==> src/pf_enc_pkg.sv <==
// Shared types, constants and the key square lookup for the Playfair encryptor.
package pf_enc_pkg;

   localparam int LETTER_W = 5;
   localparam int SQ_N     = 5;
   localparam int IDX_W    = 3;
   localparam int ROW_W    = SQ_N * LETTER_W;
   localparam int QUEUE_DEPTH_DEFAULT = 2;

   localparam logic [LETTER_W-1:0] CODE_I = 5'd8;
   localparam logic [LETTER_W-1:0] CODE_J = 5'd9;

   // register indexes on the csr port
   localparam logic [2:0] CSR_KEY_ROW_0 = 3'd0;
   localparam logic [2:0] CSR_KEY_ROW_4 = 3'd4;
   localparam logic [2:0] CSR_PAD       = 3'd5;

   typedef logic [LETTER_W-1:0] letter_type;
   typedef logic [IDX_W-1:0]    idx_type;

   // [row][column][bit]; a row register maps straight onto one row
   typedef logic [SQ_N-1:0][SQ_N-1:0][LETTER_W-1:0] pf_square_type;

   // MFHIK / UNOPQ / ZVWXY / ELARG / DSTBC
   localparam pf_square_type KEY_RESET = {25'd2149955, 25'd6848868, 25'd25942713,
                                          25'd17283508, 25'd10755244};
   localparam letter_type PAD_RESET = 5'd23;

   // one digraph to encrypt; twice = emit it two times (repeat followed by end mark)
   typedef struct packed {
      letter_type first;
      letter_type second;
      logic       twice;
   } pf_pair_type;

   typedef struct packed {
      logic        valid;
      pf_pair_type pair;
   } pf_push_type;

   typedef struct packed {
      idx_type row;
      idx_type col;
   } pf_pos_type;

   function automatic idx_type pf_inc(input idx_type v);
      pf_inc = (v == idx_type'(SQ_N - 1)) ? '0 : idx_type'(v + 1'b1);
   endfunction

   // first match in row-major order; absent letters land on row 0, column 0
   function automatic pf_pos_type pf_locate(input pf_square_type sq, input letter_type ch);
      letter_type key;
      pf_pos_type pos;
      key = (ch == CODE_J) ? CODE_I : ch;
      pos = '0;
      for (int r = SQ_N - 1; r >= 0; r--) begin
         for (int c = SQ_N - 1; c >= 0; c--) begin
            if (sq[r][c] == key) begin
               pos.row = idx_type'(r);
               pos.col = idx_type'(c);
            end
         end
      end
      pf_locate = pos;
   endfunction

endpackage

==> src/pf_enc_front.sv <==
// Front end: takes plaintext items, tracks the pending letter and queues digraphs.
module pf_enc_front (
   input  logic                   clock,
   input  logic                   reset,
   input  logic                   req_tvalid,
   output logic                   req_tready,
   input  logic [7:0]             req_tdata,   // [4:0] letter, [7:5] zero
   input  logic                   req_tlast,   // end_of_message
   input  pf_enc_pkg::letter_type pad_letter,
   input  logic                   queue_ready,
   output pf_enc_pkg::pf_push_type push,
   output logic                   held_valid
);
   import pf_enc_pkg::*;

   letter_type held_letter_ff, held_letter_in;
   logic       held_valid_ff, held_valid_in;
   letter_type letter;
   logic       accept;

   assign letter     = req_tdata[LETTER_W-1:0];
   assign req_tready = queue_ready;
   assign accept     = req_tvalid & queue_ready;
   assign held_valid = held_valid_ff;

   always_comb begin
      held_letter_in = held_letter_ff;
      held_valid_in  = held_valid_ff;
      push           = '0;
      if (accept) begin
         if (!held_valid_ff) begin
            if (req_tlast) begin
               push.valid = 1'b1;
               push.pair  = '{first: letter, second: pad_letter, twice: 1'b0};
            end else begin
               held_letter_in = letter;
               held_valid_in  = 1'b1;
            end
         end else if (held_letter_ff != letter) begin
            push.valid    = 1'b1;
            push.pair     = '{first: held_letter_ff, second: letter, twice: 1'b0};
            held_valid_in = 1'b0;
         end else begin
            // repeat: both pairs are (letter, pad) when the end mark comes too
            push.valid     = 1'b1;
            push.pair      = '{first: held_letter_ff, second: pad_letter, twice: req_tlast};
            held_letter_in = letter;
            held_valid_in  = ~req_tlast;
         end
      end
   end

   always_ff @(posedge clock) begin
      if (reset) begin
         held_letter_ff <= '0;
         held_valid_ff  <= 1'b0;
      end else begin
         held_letter_ff <= held_letter_in;
         held_valid_ff  <= held_valid_in;
      end
   end

endmodule

==> src/pf_enc_fifo.sv <==
// Small digraph queue between front and back ends.
module pf_enc_fifo #(
   parameter int DEPTH = pf_enc_pkg::QUEUE_DEPTH_DEFAULT
) (
   input  logic                    clock,
   input  logic                    reset,
   input  pf_enc_pkg::pf_push_type push,
   output logic                    ready,
   output logic                    head_valid,
   output pf_enc_pkg::pf_pair_type head,
   input  logic                    pop,
   output logic [$clog2(DEPTH+1)-1:0] level
);
   import pf_enc_pkg::*;

   localparam int PW = (DEPTH > 1) ? $clog2(DEPTH) : 1;
   localparam int CW = $clog2(DEPTH + 1);

   pf_pair_type       slot_ff [DEPTH];
   logic [PW-1:0]     wr_ptr_ff, wr_ptr_in, rd_ptr_ff, rd_ptr_in;
   logic [CW-1:0]     count_ff, count_in;
   logic              do_push, do_pop;

   assign ready      = (count_ff != CW'(DEPTH));
   assign head_valid = (count_ff != '0);
   assign head       = slot_ff[rd_ptr_ff];
   assign level      = count_ff;
   assign do_push    = push.valid & ready;
   assign do_pop     = pop & head_valid;

   always_comb begin
      wr_ptr_in = wr_ptr_ff;
      rd_ptr_in = rd_ptr_ff;
      count_in  = count_ff;
      if (do_push) begin
         wr_ptr_in = (wr_ptr_ff == PW'(DEPTH - 1)) ? '0 : PW'(wr_ptr_ff + 1'b1);
      end
      if (do_pop) begin
         rd_ptr_in = (rd_ptr_ff == PW'(DEPTH - 1)) ? '0 : PW'(rd_ptr_ff + 1'b1);
      end
      case ({do_push, do_pop})
         2'b10:   count_in = CW'(count_ff + 1'b1);
         2'b01:   count_in = CW'(count_ff - 1'b1);
         default: count_in = count_ff;
      endcase
   end

   always_ff @(posedge clock) begin
      if (reset) begin
         wr_ptr_ff <= '0;
         rd_ptr_ff <= '0;
         count_ff  <= '0;
      end else begin
         wr_ptr_ff <= wr_ptr_in;
         rd_ptr_ff <= rd_ptr_in;
         count_ff  <= count_in;
      end
   end

   always_ff @(posedge clock) begin
      if (do_push) begin
         slot_ff[wr_ptr_ff] <= push.pair;
      end
   end

endmodule

==> src/pf_enc_back.sv <==
// Back end: encrypts one digraph against the key square and emits its letters.
module pf_enc_back (
   input  logic                      clock,
   input  logic                      reset,
   input  pf_enc_pkg::pf_square_type square,
   input  logic                      head_valid,
   input  pf_enc_pkg::pf_pair_type   head,
   output logic                      pop,
   output logic                      rsp_tvalid,
   input  logic                      rsp_tready,
   output logic [7:0]                rsp_tdata,  // [4:0] cipher_letter, [7:5] zero
   output logic                      rsp_tlast   // last_of_run
);
   import pf_enc_pkg::*;

   letter_type x_ff, x_in, y_ff, y_in;
   logic [2:0] rem_ff, rem_in;   // letters still to send, 0..4
   pf_pos_type p1, p2;
   logic       take;

   always_comb begin
      p1 = pf_locate(square, head.first);
      p2 = pf_locate(square, head.second);
      if (p1.row == p2.row) begin
         x_in = square[p1.row][pf_inc(p1.col)];
         y_in = square[p2.row][pf_inc(p2.col)];
      end else if (p1.col == p2.col) begin
         x_in = square[pf_inc(p1.row)][p1.col];
         y_in = square[pf_inc(p2.row)][p2.col];
      end else begin
         x_in = square[p1.row][p2.col];
         y_in = square[p2.row][p1.col];
      end
   end

   assign take = rsp_tvalid & rsp_tready;
   assign pop  = head_valid & ((rem_ff == 3'd0) | ((rem_ff == 3'd1) & rsp_tready));

   always_comb begin
      rem_in = rem_ff;
      if (pop) begin
         rem_in = head.twice ? 3'd4 : 3'd2;
      end else if (take) begin
         rem_in = 3'(rem_ff - 1'b1);
      end
   end

   assign rsp_tvalid = (rem_ff != 3'd0);
   assign rsp_tlast  = (rem_ff == 3'd1);
   assign rsp_tdata  = {3'b000, rem_ff[0] ? y_ff : x_ff};

   always_ff @(posedge clock) begin
      if (reset) begin
         rem_ff <= '0;
      end else begin
         rem_ff <= rem_in;
      end
   end

   always_ff @(posedge clock) begin
      if (pop) begin
         x_ff <= x_in;
         y_ff <= y_in;
      end
   end

endmodule

==> src/playfair_encryptor_core.sv <==
// Top level of the Playfair encryptor: key registers, front end, queue, back end.
//
//  channel | dir | handshake          | payload
//  --------+-----+--------------------+--------------------------------------------
//  req     | in  | req_tvalid/tready  | tdata[4:0] letter, tlast end_of_message
//  rsp     | out | rsp_tvalid/tready  | tdata[4:0] cipher_letter, tlast last_of_run
//  csr     | in  | csr_valid/ready    | csr_index 0..4 key rows, 5 pad; csr_wdata
//
// An item is taken every cycle while the digraph queue has room; items that only
// set the pending letter touch nothing downstream.
// Each digraph leaves the back end as two result items, four for a repeated
// letter closing a message; the output stage sets the rate.
// A new digraph is loaded as its predecessor's last letter is taken, so the
// output runs without gaps while digraphs are queued. Synchronous reset restores
// the default square (MFHIK/UNOPQ/ZVWXY/ELARG/DSTBC), pad X and an empty pending slot.
// rsp_tready low stalls only the back end; the front keeps going until the queue fills.
module playfair_encryptor_core #(
   parameter int QUEUE_DEPTH = pf_enc_pkg::QUEUE_DEPTH_DEFAULT
) (
   input  logic        clock,
   input  logic        reset,
   input  logic        req_tvalid,
   output logic        req_tready,
   input  logic [7:0]  req_tdata,   // [4:0] letter, [7:5] zero
   input  logic        req_tlast,   // end_of_message
   output logic        rsp_tvalid,
   input  logic        rsp_tready,
   output logic [7:0]  rsp_tdata,   // [4:0] cipher_letter, [7:5] zero
   output logic        rsp_tlast,   // last_of_run
   input  logic        csr_valid,
   output logic        csr_ready,
   input  logic [2:0]  csr_index,
   input  logic [24:0] csr_wdata
);
   import pf_enc_pkg::*;

   pf_square_type square_ff;
   letter_type    pad_ff;
   pf_push_type   push;
   pf_pair_type   head;
   logic          queue_ready, head_valid, pop, held_valid;
   logic [$clog2(QUEUE_DEPTH+1)-1:0] level;

   // csr writes are always taken; software is to write only while the core is idle, which the core does not enforce
   assign csr_ready = 1'b1;

   always_ff @(posedge clock) begin
      if (reset) begin
         square_ff <= KEY_RESET;
         pad_ff    <= PAD_RESET;
      end else if (csr_valid) begin
         if (csr_index <= CSR_KEY_ROW_4) begin
            square_ff[csr_index] <= csr_wdata;
         end else if (csr_index == CSR_PAD) begin
            pad_ff <= csr_wdata[LETTER_W-1:0];
         end
      end
   end

   pf_enc_front u_front (
      .clock       (clock),
      .reset       (reset),
      .req_tvalid  (req_tvalid),
      .req_tready  (req_tready),
      .req_tdata   (req_tdata),
      .req_tlast   (req_tlast),
      .pad_letter  (pad_ff),
      .queue_ready (queue_ready),
      .push        (push),
      .held_valid  (held_valid)
   );

   pf_enc_fifo #(.DEPTH(QUEUE_DEPTH)) u_fifo (
      .clock      (clock),
      .reset      (reset),
      .push       (push),
      .ready      (queue_ready),
      .head_valid (head_valid),
      .head       (head),
      .pop        (pop),
      .level      (level)
   );

   pf_enc_back u_back (
      .clock      (clock),
      .reset      (reset),
      .square     (square_ff),
      .head_valid (head_valid),
      .head       (head),
      .pop        (pop),
      .rsp_tvalid (rsp_tvalid),
      .rsp_tready (rsp_tready),
      .rsp_tdata  (rsp_tdata),
      .rsp_tlast  (rsp_tlast)
   );

   // an end mark always leaves nothing pending
   a_eom_flushes: assert property (@(posedge clock) disable iff (reset)
      (req_tvalid && req_tready && req_tlast) |=> !held_valid)
      else $error("pending letter survived end of message");

   // a letter arriving with nothing pending and no end mark produces no digraph
   a_first_no_push: assert property (@(posedge clock) disable iff (reset)
      (req_tvalid && req_tready && !req_tlast && !held_valid) |-> !push.valid)
      else $error("digraph queued for a lone first letter");

   // queue level stays within its depth
   a_level_bound: assert property (@(posedge clock) disable iff (reset)
      level <= ($clog2(QUEUE_DEPTH+1))'(QUEUE_DEPTH))
      else $error("digraph queue overflow");

   // a digraph is only loaded once the previous one has been fully sent
   a_load_when_free: assert property (@(posedge clock) disable iff (reset)
      pop |-> (!rsp_tvalid || (rsp_tlast && rsp_tready)))
      else $error("digraph loaded over unsent letters");

endmodule
==> config.mk <==
export PLATFORM = sky130hd
export DESIGN_NAME = playfair_encryptor_core
export DESIGN_NICKNAME = d
export VERILOG_FILES = /design/src/pf_enc_pkg.sv /design/src/pf_enc_front.sv /design/src/pf_enc_fifo.sv /design/src/pf_enc_back.sv /design/src/playfair_encryptor_core.sv
export SDC_FILE = /design/constraint.sdc
export NUM_CORES = 1
export LEC_CHECK = 0
export ABC_CLOCK_PERIOD_IN_PS = 6730
export BUFFER_PORTS_ARGS = -buffer_cell sky130_fd_sc_hd__buf_2
export CELL_PAD_IN_SITES_DETAIL_PLACEMENT = 1
export CELL_PAD_IN_SITES_GLOBAL_PLACEMENT = 2
export CORE_ASPECT_RATIO = 1.75
export CORE_MARGIN = 1.5
export CORE_UTILIZATION = 38
export DETAILED_ROUTE_END_ITERATION = 8
export GPL_TIMING_DRIVEN = 1
export PLACE_DENSITY = 0.78
export SYNTH_ARGS = -nofsm -noshare
export SYNTH_HDL_FRONTEND = slang
export SYNTH_SLANG_ARGS = --single-unit
==> constraint.sdc <==
create_clock -name clock -period 6.73 [get_ports clock]
set_input_delay 1.346 -clock clock [delete_from_list [all_inputs] [get_ports clock]]
set_output_delay 1.346 -clock clock [all_outputs]
set_load 0.005 [all_outputs]
==> reports/qor.csv, run 1 <==
stage,metric,value,unit
layout,Seq. cell area,3840,µm²
synthesis,most common cell in the synthesized netlist,nand2_1,
floorplanning,I/O pin cnt,54,
worst_hold_path,Tightest Hold Check Type,reg2reg,
clock_network,H-tree Lvls,4,
timing,setup tns final,0,ns
detailed_routing,via count,18700,
outcome,status,finished clean,
detailed_routing,routed wire length,103,mm
detailed_routing,Antenna Nets Post-Route,0,
detailed_routing,DR pass1 iterations,6,
layout,share of layout cells above drive strength 1,15.5,%
layout,area growth from synthesis to layout,10.4,%
floorplanning,core outline area,44200,µm²
critical_path,Worst setup SP type,register,
layout,Post-layout nets,2261,
global_routing,initial antenna violation count,6,
placement,Final HPWL DP,76.3,mm
critical_path,"CP delay by family, top",simple AND/OR/NAND/NOR gates,
timing,RSZ-0062 raised after global routing,false,
layout,multi-input logic area,11900,µm²
clock_network,CTS Buf Count,17,
timing,Final Cycle Share,95.9,%
global_routing,total gr overflow,0,
synthesis,post-synthesis sequential area ratio,22.6,%
synthesis,number of enable flip-flop cells after synthesis,32,
timing,Slew HR,16.8,%
synthesis,"FF+latch count, synth",176,
timing,Max Clk Rate,155,MHz
floorplanning,die height,283,µm
critical_path,CP Cell Sequence,buf_4 > mux2i_4 > buf_4 > xnor2_1 > nor4_1 > o21ai_0 > a21bo_2 > or4b_1 > nor2_1 > inv_1 > ha_1 > a21o_1 > buf_4 > mux2i_1 > a32oi_1 > nand4b_1 > and4_1 > a32oi_1,
global_routing,largest net degree at the start of global routing,82,
global_routing,global-route wire length before repair,143,mm
clock_network,Num Clock Sinks,176,
timing,Final Hold Viols,0,
detailed_routing,Initial DRC Count,1589,
critical_path,critical path type,reg2reg,
critical_path,worst path arrival time,6.76,ns
placement,gpl congestion,1.00,
placement,Port Buffers,46,
critical_path,CP Capture Type,register,
critical_path,"slowest stage delay, CP",0.72,ns
layout,fillers,5459,
global_routing,GRT Total Usage,45.0,%
synthesis,mean post-synth cell area,7.62,µm²
job,maxcap violations,0,
timing,Clock Skews,0.00943,ns
critical_path,CP Buf/Inv Count,4,
synthesis,top cell type's share of synthesized area,17.0,%
timing,Period minus WS final,6.45,ns
detailed_routing,DR WL/cell,37.0,µm
critical_path,critical path peak fanout,32,
critical_path,"most used cell, CP",buf_4,
synthesis,Synth area leader,dfxtp_1,
clock_network,CTS tree,yes,
floorplanning,initial core utilization,38.5,%
synthesis,Ys Warns,0,
synthesis,Post-synth top cells,"nand2_1 (402), xnor2_1 (206), clkbuf_1 (161), a21oi_1 (148), dfxtp_1 (144)",
floorplanning,die width,163,µm
timing,Finish-stage setup viols,0,
detailed_routing,drt drc,0,
timing,Slew Limit Fails,0,
synthesis,Synth Cell Area,17000,µm²
timing,Slew @ Worst Pin,1.25,ns
synthesis,top post-synthesis cells by area,"dfxtp_1 (17%), xnor2_1 (11%), nand2_1 (8.9%)",
clock_network,"buffers from clock root to sink, at most",2,
synthesis,synthesized instance count,2230,
floorplanning,die area,46100,µm²
floorplanning,# rows,102,
detailed_routing,drt via density,6.70,
clock_network,clk slew on worst S/H paths,0.09,ns
critical_path,critical path's slowest cell,mux2i_4,
synthesis,"Distinct cells, synth",98,
synthesis,Synth Flop Type,dfxtp_1,
clock_network,hold buffer count at cts,0,
clock_network,worst-skew pair later-pin latency,0.48,ns
critical_path,Worst EP required,7.04,ns
clock_network,root buf cell,clkbuf_16,
global_routing,vias in the first global route,18700,
synthesis,Post-synth ARST share,0,%
[cell usage in the layout (no fill, tap or decap), types with 23 or more instances in the layout]
cell type and instances:
dfxtp_1 144, nor4_1 41, a22oi_1 23, nor3_1 26, o211ai_1 40, a21oi_1 147, mux2i_1 131, nor2_1 92
buf_4 158, nand3b_1 50, mux2_2 35, a221oi_1 24, inv_1 45, edfxtp_1 32, nand3_1 67, xnor2_1 206
nand2_1 401, buf_2 45, and3_1 27, o21ai_0 87
[final timing paths]
kind | start | endpoint | slack, ns | cells past startpoint
worst max-delay path | register | u_back.x_ff[4] | 0.28 | 18
worst max register to register | register | u_back.x_ff[4] | 0.28 | 18
worst min register to register | u_fifo.level[1] | u_fifo.level[1] | 0.52 | 2
worst min-delay path | u_fifo.level[1] | u_fifo.level[1] | 0.52 | 2
[flip-flops by register name, summed over array words and instances (netlist names), named ones only]
name / cells
u_front.held_valid: 1
u_front.held_letter_ff: 5
u_fifo.wr_ptr_ff: 1
u_fifo.rd_ptr_ff: 1
u_fifo.level: 2
u_back.y_ff: 5
u_back.x_ff: 5
u_fifo.slot_ff: 22
u_back.rem_ff: 3
square_ff: 125
pad_ff: 5
[tightest hold or removal path: stages (launching register included)]
cell     delay [ns]
dfxtp_1        0.34
o21ai_0        0.08
a21oi_1        0.06
[repair_timing]
item	CTS	global route
setup endpoints to repair	0	5
endpoints found under the hold margin	0	0
buffers inserted	0	5
resized for setup	0	1
[cell type report]
class | instances | share of cell area [%]
multi-input cells | 1755 | 63.3
flip-flops and latches | 176 | 20.5
repair buffers | 207 | 7.95
well taps | 572 | 3.81
clock buffers | 17 | 2.27
clock inverters | 15 | 1.17
inverters | 50 | 1.00
diodes | 2 | 0.0267
[cell families (layout without fill, tap and decap cells)]
| group | after synthesis | after routing | synth area share, % |
|---|---|---|---|
| XOR/XNOR | 220 | 220 | 11.4 |
| AND/OR/NAND/NOR | 811 | 811 | 23.1 |
| adder cells (fa/ha/maj) | 12 | 12 | 0.883 |
| flip-flops | 176 | 176 | 22.6 |
| other | 2 | 6 | 0.0442 |
| multiplexers | 194 | 194 | 13.7 |
| AO/OA/AOI/OAI | 514 | 514 | 20.6 |
| buffers and inverters | 301 | 289 | 7.78 |
[through the flow]
stage               area (µm²)  cells  setup slack, ns  hold slack [ns]  utilization, %
floorplan                17000   2232             1.34            0.435               -
global placement         18000   2754            0.440            0.482            40.9
detailed placement       18000   2754            0.403            0.514            40.9
CTS                      18700   2786            0.320            0.527            42.3
global route             18800   2792           0.0142            0.562            42.5
finish                   18800   2794            0.278            0.522            42.5
[layer usage]
metal	share of wire [%]	GRT usage, %	wire [µm]	vias to the layer above
li1	-	-	-	7913
met1	34	45.6	34800	9269
met2	46	72.4	47400	998
met3	7.7	11.7	7970	521
met4	13	47.5	13200	6
met5	0.039	0	40	-
Power of run 1 is left out: the tool's default activity adds up to more than one toggle a clock period on the data nets, which glitch-free logic cannot reach.
==> inputs of run 2 (changes only) <==
--- a/config.mk
+++ b/config.mk
@@ -10,11 +10,12 @@
 export CELL_PAD_IN_SITES_DETAIL_PLACEMENT = 1
 export CELL_PAD_IN_SITES_GLOBAL_PLACEMENT = 2
 export CORE_ASPECT_RATIO = 1.75
-export CORE_MARGIN = 1.5
+export CORE_MARGIN = 2
 export CORE_UTILIZATION = 38
 export DETAILED_ROUTE_END_ITERATION = 8
 export GPL_TIMING_DRIVEN = 1
 export PLACE_DENSITY = 0.78
+export SETUP_SLACK_MARGIN = 0.5
 export SYNTH_ARGS = -nofsm -noshare
 export SYNTH_HDL_FRONTEND = slang
 export SYNTH_SLANG_ARGS = --single-unit
==> reports/qor.csv, run 2 (synthesis results as in run 1) <==
stage,metric,value,unit,change
outcome,status,finished clean,,
placement,Placed Cells,2747,,-0.25%
layout,max reg flops,125,,unchanged
placement,Final HPWL DP,72.9,mm,-4.4%
detailed_routing,via count,18700,,-0.30%
critical_path,Worst setup SP type,register,,
clock_network,"buffers from clock root to sink, at most",2,,unchanged
layout,"commonest cells after routing, fill and taps aside","nand2_1 (401), xnor2_1 (206), a21oi_1 (147)",,
floorplanning,core outline area,44200,µm²,unchanged
clock_network,CTS Buf Count,17,,unchanged
clock_network,root buf cell,clkbuf_16,,
timing,Slew Limit Fails,0,,unchanged
timing,Period minus WS final,6.17,ns,-0.280 ns
critical_path,CP Capture Type,register,,
floorplanning,I/O pin cnt,54,,unchanged
critical_path,CP Cell Sequence,mux2i_4 > buf_4 > xnor2_1 > nor4_1 > or2b_1 > a31oi_1 > o311ai_0 > a211o_1 > ha_1 > a21oi_4 > buf_4 > mux4_2 > nand2_1 > nand4_1 > a2bb2oi_1,,
timing,Final Cycle Share,91.7,%,-4.2 points
critical_path,critical path peak fanout,27,,-16%
placement,Port Buffers,46,,unchanged
detailed_routing,routed wire length,99.1,mm,-4.2%
layout,Non-Filler Instances,2782,,-0.43%
floorplanning,initial core utilization,38.5,%,unchanged
critical_path,Worst EP required,6.96,ns,-0.08 ns
detailed_routing,DR pass1 iterations,7,,+1
layout,share of layout cells above drive strength 1,15.2,%,-0.23 points
floorplanning,# rows,102,,unchanged
timing,Finish-stage setup viols,0,,unchanged
timing,Clock Skews,0.0200,ns,+0.0105 ns
global_routing,global-route wire length before repair,139,mm,-2.6%
critical_path,critical path type,reg2reg,,
layout,register with the most flip-flops,square_ff,,
floorplanning,die height,284,µm,+0.35%
job,maxcap violations,0,,unchanged
detailed_routing,drt via density,6.70,,+0.13%
clock_network,worst-skew pair later-pin latency,0.48,ns,about the same
floorplanning,die area,46500,µm²,+0.97%
clock_network,hold buffer count at cts,0,,unchanged
timing,Slew @ Worst Pin,1.15,ns,-0.0950 ns
layout,area growth from synthesis to layout,10.2,%,
clock_network,clk slew on worst S/H paths,0.10,ns,about the same
global_routing,largest net degree at the start of global routing,78,,-4.9%
global_routing,vias in the first global route,18900,,+1.3%
global_routing,initial antenna violation count,6,,unchanged
clock_network,Num Clock Sinks,176,,unchanged
floorplanning,die width,164,µm,+0.61%
critical_path,worst path arrival time,6.40,ns,-0.36 ns
detailed_routing,Initial DRC Count,1933,,+22%
global_routing,GRT Total Usage,42.4,%,-2.5 points
detailed_routing,drt drc,0,,unchanged
global_routing,total gr overflow,0,,unchanged
worst_hold_path,Tightest Hold Check Type,reg2reg,,
layout,Top Registers,"square_ff: 125 flops, u_fifo.slot_ff: 22 flops",,
clock_network,H-tree Lvls,4,,unchanged
layout,Post-layout nets,2249,,-0.53%
critical_path,critical path's slowest cell,mux2i_4,,
critical_path,"slowest stage delay, CP",0.77,ns,+0.05 ns
layout,"commonest non-fill, non-tap cell in the layout",nand2_1,,
critical_path,"most used cell, CP",buf_4,,
timing,Max Clk Rate,162,MHz,+4.5%
detailed_routing,DR WL/cell,35.6,µm,-3.8%
timing,Final Hold Viols,0,,unchanged
clock_network,CTS tree,yes,,
placement,gpl congestion,1.01,,+0.31%
detailed_routing,Antenna Nets Post-Route,0,,unchanged
timing,RSZ-0062 raised after global routing,false,,
timing,Slew HR,22.9,%,+6.1 points
timing,setup tns final,0,ns,unchanged
layout,fillers,5488,,+0.53%
[run 2: changes by cell type in the layout (fill, tap and decap cells not counted), sizes merged]
cell,before,now
buf,207,195
inv,58,60
clkinv,7,5
[run 2: worst paths after layout]
check | from | to | slack [ns] | depth (start not counted)
min reg2reg | u_fifo.rd_ptr_ff | register | 0.54 | 2
min | u_fifo.rd_ptr_ff | register | 0.54 | 2
max | register | u_back.x_ff[1] | 0.56 | 15
max reg2reg | register | u_back.x_ff[1] | 0.56 | 15
[run 2: timing repair]
action / in CTS / in global routing
gates resized for setup: 0 / 10
endpoints found under the setup margin: 0 / 10
buffers inserted: 0 / 1
[run 2: metal layers]
| layer | up-vias | track usage [%] | share of wire (%) |
|---|---|---|---|
| met2 | 1036 | 68.7 | 47 |
| met4 | 8 | 38.6 | 11 |
| met1 | 9275 | 45.5 | 35 |
| met5 | - | 0 | 0.049 |
| li1 | 7886 | - | - |
| met3 | 446 | 9.24 | 7.0 |
[run 2: critical path: cells and delay by family (launching register included)]
kind / cells / cell delay (ns)
AO/OA/AOI/OAI: 5 / 1.55
XOR/XNOR: 1 / 0.07
adder cells (fa/ha/maj): 1 / 0.31
buffers and inverters: 2 / 0.65
flip-flops: 1 / 0.51
multiplexers: 2 / 1.35
AND/OR/NAND/NOR: 4 / 1.48
[run 2: per-stage QoR]
step / area [µm²] / utilization, % / worst slack (ns) / hold slack (ns)
global placement: 18000 / 40.8 / 0.573 / 0.483
global route: 18700 / 42.4 / 0.523 / 0.576
floorplan: 17000 / - / 1.34 / 0.435
finish: 18700 / 42.4 / 0.558 / 0.539
CTS: 18700 / 42.3 / 0.539 / 0.541
detailed placement: 18000 / 40.8 / 0.567 / 0.520
[run 2: layout make-up]
type | count | area [µm²] | area share [%]
Multi-Input combinational cell | 1755 | 11900 | 63.6
Sequential cell | 176 | 3840 | 20.5
Timing Repair Buffer | 195 | 1420 | 7.59
Tap cell | 572 | 716 | 3.82
Clock buffer | 17 | 425 | 2.27
Clock inverter | 15 | 226 | 1.21
Inverter | 50 | 188 | 1.00
Antenna cell | 2 | 5.00 | 0.0267
Power of run 2 is left out for the same reason.
==> inputs of run 3 (changes only) <==
--- a/config.mk
+++ b/config.mk
@@ -10,7 +10,7 @@
 export CELL_PAD_IN_SITES_DETAIL_PLACEMENT = 1
 export CELL_PAD_IN_SITES_GLOBAL_PLACEMENT = 2
 export CORE_ASPECT_RATIO = 1.75
-export CORE_MARGIN = 2
+export CORE_MARGIN = 5
 export CORE_UTILIZATION = 38
 export DETAILED_ROUTE_END_ITERATION = 8
 export GPL_TIMING_DRIVEN = 1
==> reports/qor.csv, run 3 (synthesis results as in run 1) <==
stage,metric,value,unit,change
floorplanning,die height,290,µm,+2.1%
power,peak supply drop,0.000628,V,
detailed_routing,DR pass1 iterations,6,,-1
timing,Period minus WS final,6.02,ns,-0.148 ns
layout,"commonest cells after routing, fill and taps aside","nand2_1 (400), xnor2_1 (206), buf_4 (163)",,
clock_network,H-tree Lvls,4,,unchanged
layout,fillers,5390,,-1.8%
global_routing,global-route wire length before repair,138,mm,-0.66%
worst_hold_path,Hold Crit Depth,2,,unchanged
critical_path,Reg2Reg Depth,19,,+4
power,Leak,7.18,nW,
power,"Power, Total",13.8,mW,
floorplanning,# rows,102,,unchanged
layout,Post-layout nets,2269,,+0.89%
timing,worst setup margin,0.707,ns,+0.148 ns
floorplanning,initial core utilization,38.4,%,-0.11 points
layout,Top Registers,"square_ff: 125 flops, u_fifo.slot_ff: 22 flops",,
global_routing,initial antenna violation count,3,,-3
worst_hold_path,Tightest Hold Check Type,reg2reg,,
global_routing,total gr overflow,0,,unchanged
layout,area growth from synthesis to layout,11.2,%,
detailed_routing,drt drc,0,,unchanged
floorplanning,I/O pin cnt,54,,unchanged
critical_path,worst path arrival time,6.28,ns,-0.12 ns
timing,Slew Limit Fails,0,,unchanged
clock_network,Num Clock Sinks,176,,unchanged
critical_path,critical path peak fanout,13,,-52%
power,Reg power frac,10.1,%,
critical_path,critical path type,reg2reg,,
critical_path,Crit. path cell count,19,,+4
timing,Finish-stage setup viols,0,,unchanged
timing,RSZ-0062 raised after global routing,true,,
detailed_routing,routed wire length,98.7,mm,-0.31%
power,pwr/cell area,732,nW/µm²,
power,cell internal pwr,6.01,mW,
job,maxcap violations,0,,unchanged
power,Comb power frac,81.7,%,
clock_network,hold buffer count at cts,0,,unchanged
clock_network,worst-skew pair later-pin latency,0.49,ns,about the same
placement,gpl congestion,1.06,,+4.9%
critical_path,CP Buf/Inv Count,4,,+2
global_routing,largest net degree at the start of global routing,86,,+10%
critical_path,critical path's slowest cell,nor4_1,,
layout,share of layout cells above drive strength 1,16.2,%,+0.94 points
placement,Final HPWL DP,75.4,mm,+3.3%
clock_network,"buffers from clock root to sink, at most",2,,unchanged
timing,Final Cycle Share,89.5,%,-2.2 points
critical_path,Reg2Reg Setup Slack,0.71,ns,+0.15 ns
floorplanning,die width,170,µm,+3.7%
critical_path,CP Capture Type,register,,
layout,diodes inserted,0,,-2
timing,Max Clk Rate,166,MHz,+2.5%
detailed_routing,Initial DRC Count,1780,,-7.9%
outcome,status,finished clean,,
critical_path,Worst setup SP type,register,,
critical_path,"most used cell, CP",buf_4,,
timing,Final Hold Viols,0,,unchanged
clock_network,CTS tree,yes,,
global_routing,vias in the first global route,18900,,-0.24%
detailed_routing,drt via density,6.68,,-0.32%
timing,Slew HR,19.8,%,-3.2 points
critical_path,RR Endpoint,u_back.y_ff[4],,
floorplanning,die area,49200,µm²,+5.9%
power,P_sw,7.82,mW,
placement,Port Buffers,46,,unchanged
detailed_routing,Antenna Nets Post-Route,0,,unchanged
timing,Clock Skews,0.0280,ns,+0.00804 ns
clock_network,clk slew on worst S/H paths,0.10,ns,about the same
layout,max reg flops,125,,unchanged
timing,Slew @ Worst Pin,1.19,ns,+0.0396 ns
power,clock power share,8.2,%,
worst_hold_path,Hold Crit Endpoint,u_fifo.rd_ptr_ff,,
layout,register with the most flip-flops,square_ff,,
critical_path,"slowest stage delay, CP",0.70,ns,-0.07 ns
critical_path,Worst EP required,6.98,ns,+0.02 ns
detailed_routing,DR WL/cell,35.3,µm,-0.95%
detailed_routing,via count,18700,,+0.32%
floorplanning,core outline area,44300,µm²,+0.29%
critical_path,CP Cell Sequence,buf_4 > mux2i_4 > buf_4 > buf_4 > xnor2_1 > nor4_1 > o21ai_0 > buf_4 > and2_1 > a311oi_1 > o21ai_1 > ha_1 > a311o_1 > and2_2 > mux4_2 > a32oi_1 > nor2b_1 > a2111o_1 > o211a_1,,
worst_hold_path,Min-Delay Startpoint,u_fifo.rd_ptr_ff,,
critical_path,"CP delay by family, top",compound AO/OA/AOI/OAI gates,,
placement,pre-CTS setup slack,0.476,ns,-0.0910 ns
clock_network,CTS Buf Count,17,,unchanged
timing,setup tns final,0,ns,unchanged
power,sw frac,56.6,%,
clock_network,root buf cell,clkbuf_16,,
global_routing,GRT Total Usage,39.3,%,-3.1 points
layout,"commonest non-fill, non-tap cell in the layout",nand2_1,,
==> run 3: power by group through the flow <==
stage	logic, mW	clock network, mW	registers (mW)
after floorplan	6.83	0	1.33
after global placement	10.8	0	1.42
after detailed placement	10.9	0	1.42
after CTS	10.9	1.14	1.40
after global routing	11.7	1.18	1.40
final	11.3	1.13	1.40
==> run 3: routing by layer <==
metal  vias to the layer above  part of all wire (%)  wire [µm]  global-route usage (%)
li1                       7925                     -          -                       -
met1                      9411                    36      35400                    43.5
met2                      1001                    48      47000                    66.3
met3                       374                   6.0       5950                    5.58
met4                         0                    11      10500                    32.2
met5                         -                     0          0                       0
==> run 3: final cells by class <==
class | instances | area (µm²) | area share (%)
clock buffers | 17 | 425 | 2.25
clock inverters | 15 | 220 | 1.16
inverters | 50 | 188 | 0.993
multi-input cells | 1755 | 11900 | 63.1
flip-flops and latches | 176 | 3840 | 20.3
well taps | 572 | 716 | 3.78
repair buffers | 215 | 1590 | 8.40
==> run 3: stage by stage <==
| stage | hold slack, ns | area, µm² | util, % | std cells |
|---|---|---|---|---|
| floorplan | 0.435 | 17000 | - | 2232 |
| global placement | 0.484 | 18100 | 40.9 | 2757 |
| detailed placement | 0.507 | 18100 | 40.9 | 2757 |
| CTS | 0.529 | 18800 | 42.4 | 2789 |
| global route | 0.559 | 18900 | 42.7 | 2800 |
| finish | 0.524 | 18900 | 42.7 | 2800 |
==> run 3: worst max-delay path by stage <==
stage | to | slack (ns) | from
4_1_cts | u_back.y_ff[2] | 0.53 | register
3_3_place_gp | u_back.x_ff[3] | 0.45 | register
2_1_floorplan | u_back.y_ff[1] | 1.34 | register
6_report | u_back.y_ff[4] | 0.71 | register
3_5_place_dp | u_back.x_ff[3] | 0.48 | register
5_1_grt | u_back.y_ff[2] | 0.50 | register
==> run 3: timing repair <==
action | in CTS | in global routing
setup buffers | 0 | 11
endpoints found under the setup margin | 2 | 8
gates resized for setup | 1 | 8
pin swaps | 1 | 1
==> run 3: tightest hold or removal path: cells and delay by family (launching register included) <==
family	cells	cell delay (ns)
flops	1	0.33
simple gates	1	0.08
xor+xnor	1	0.09
Power figures use the tool's default switching activity.
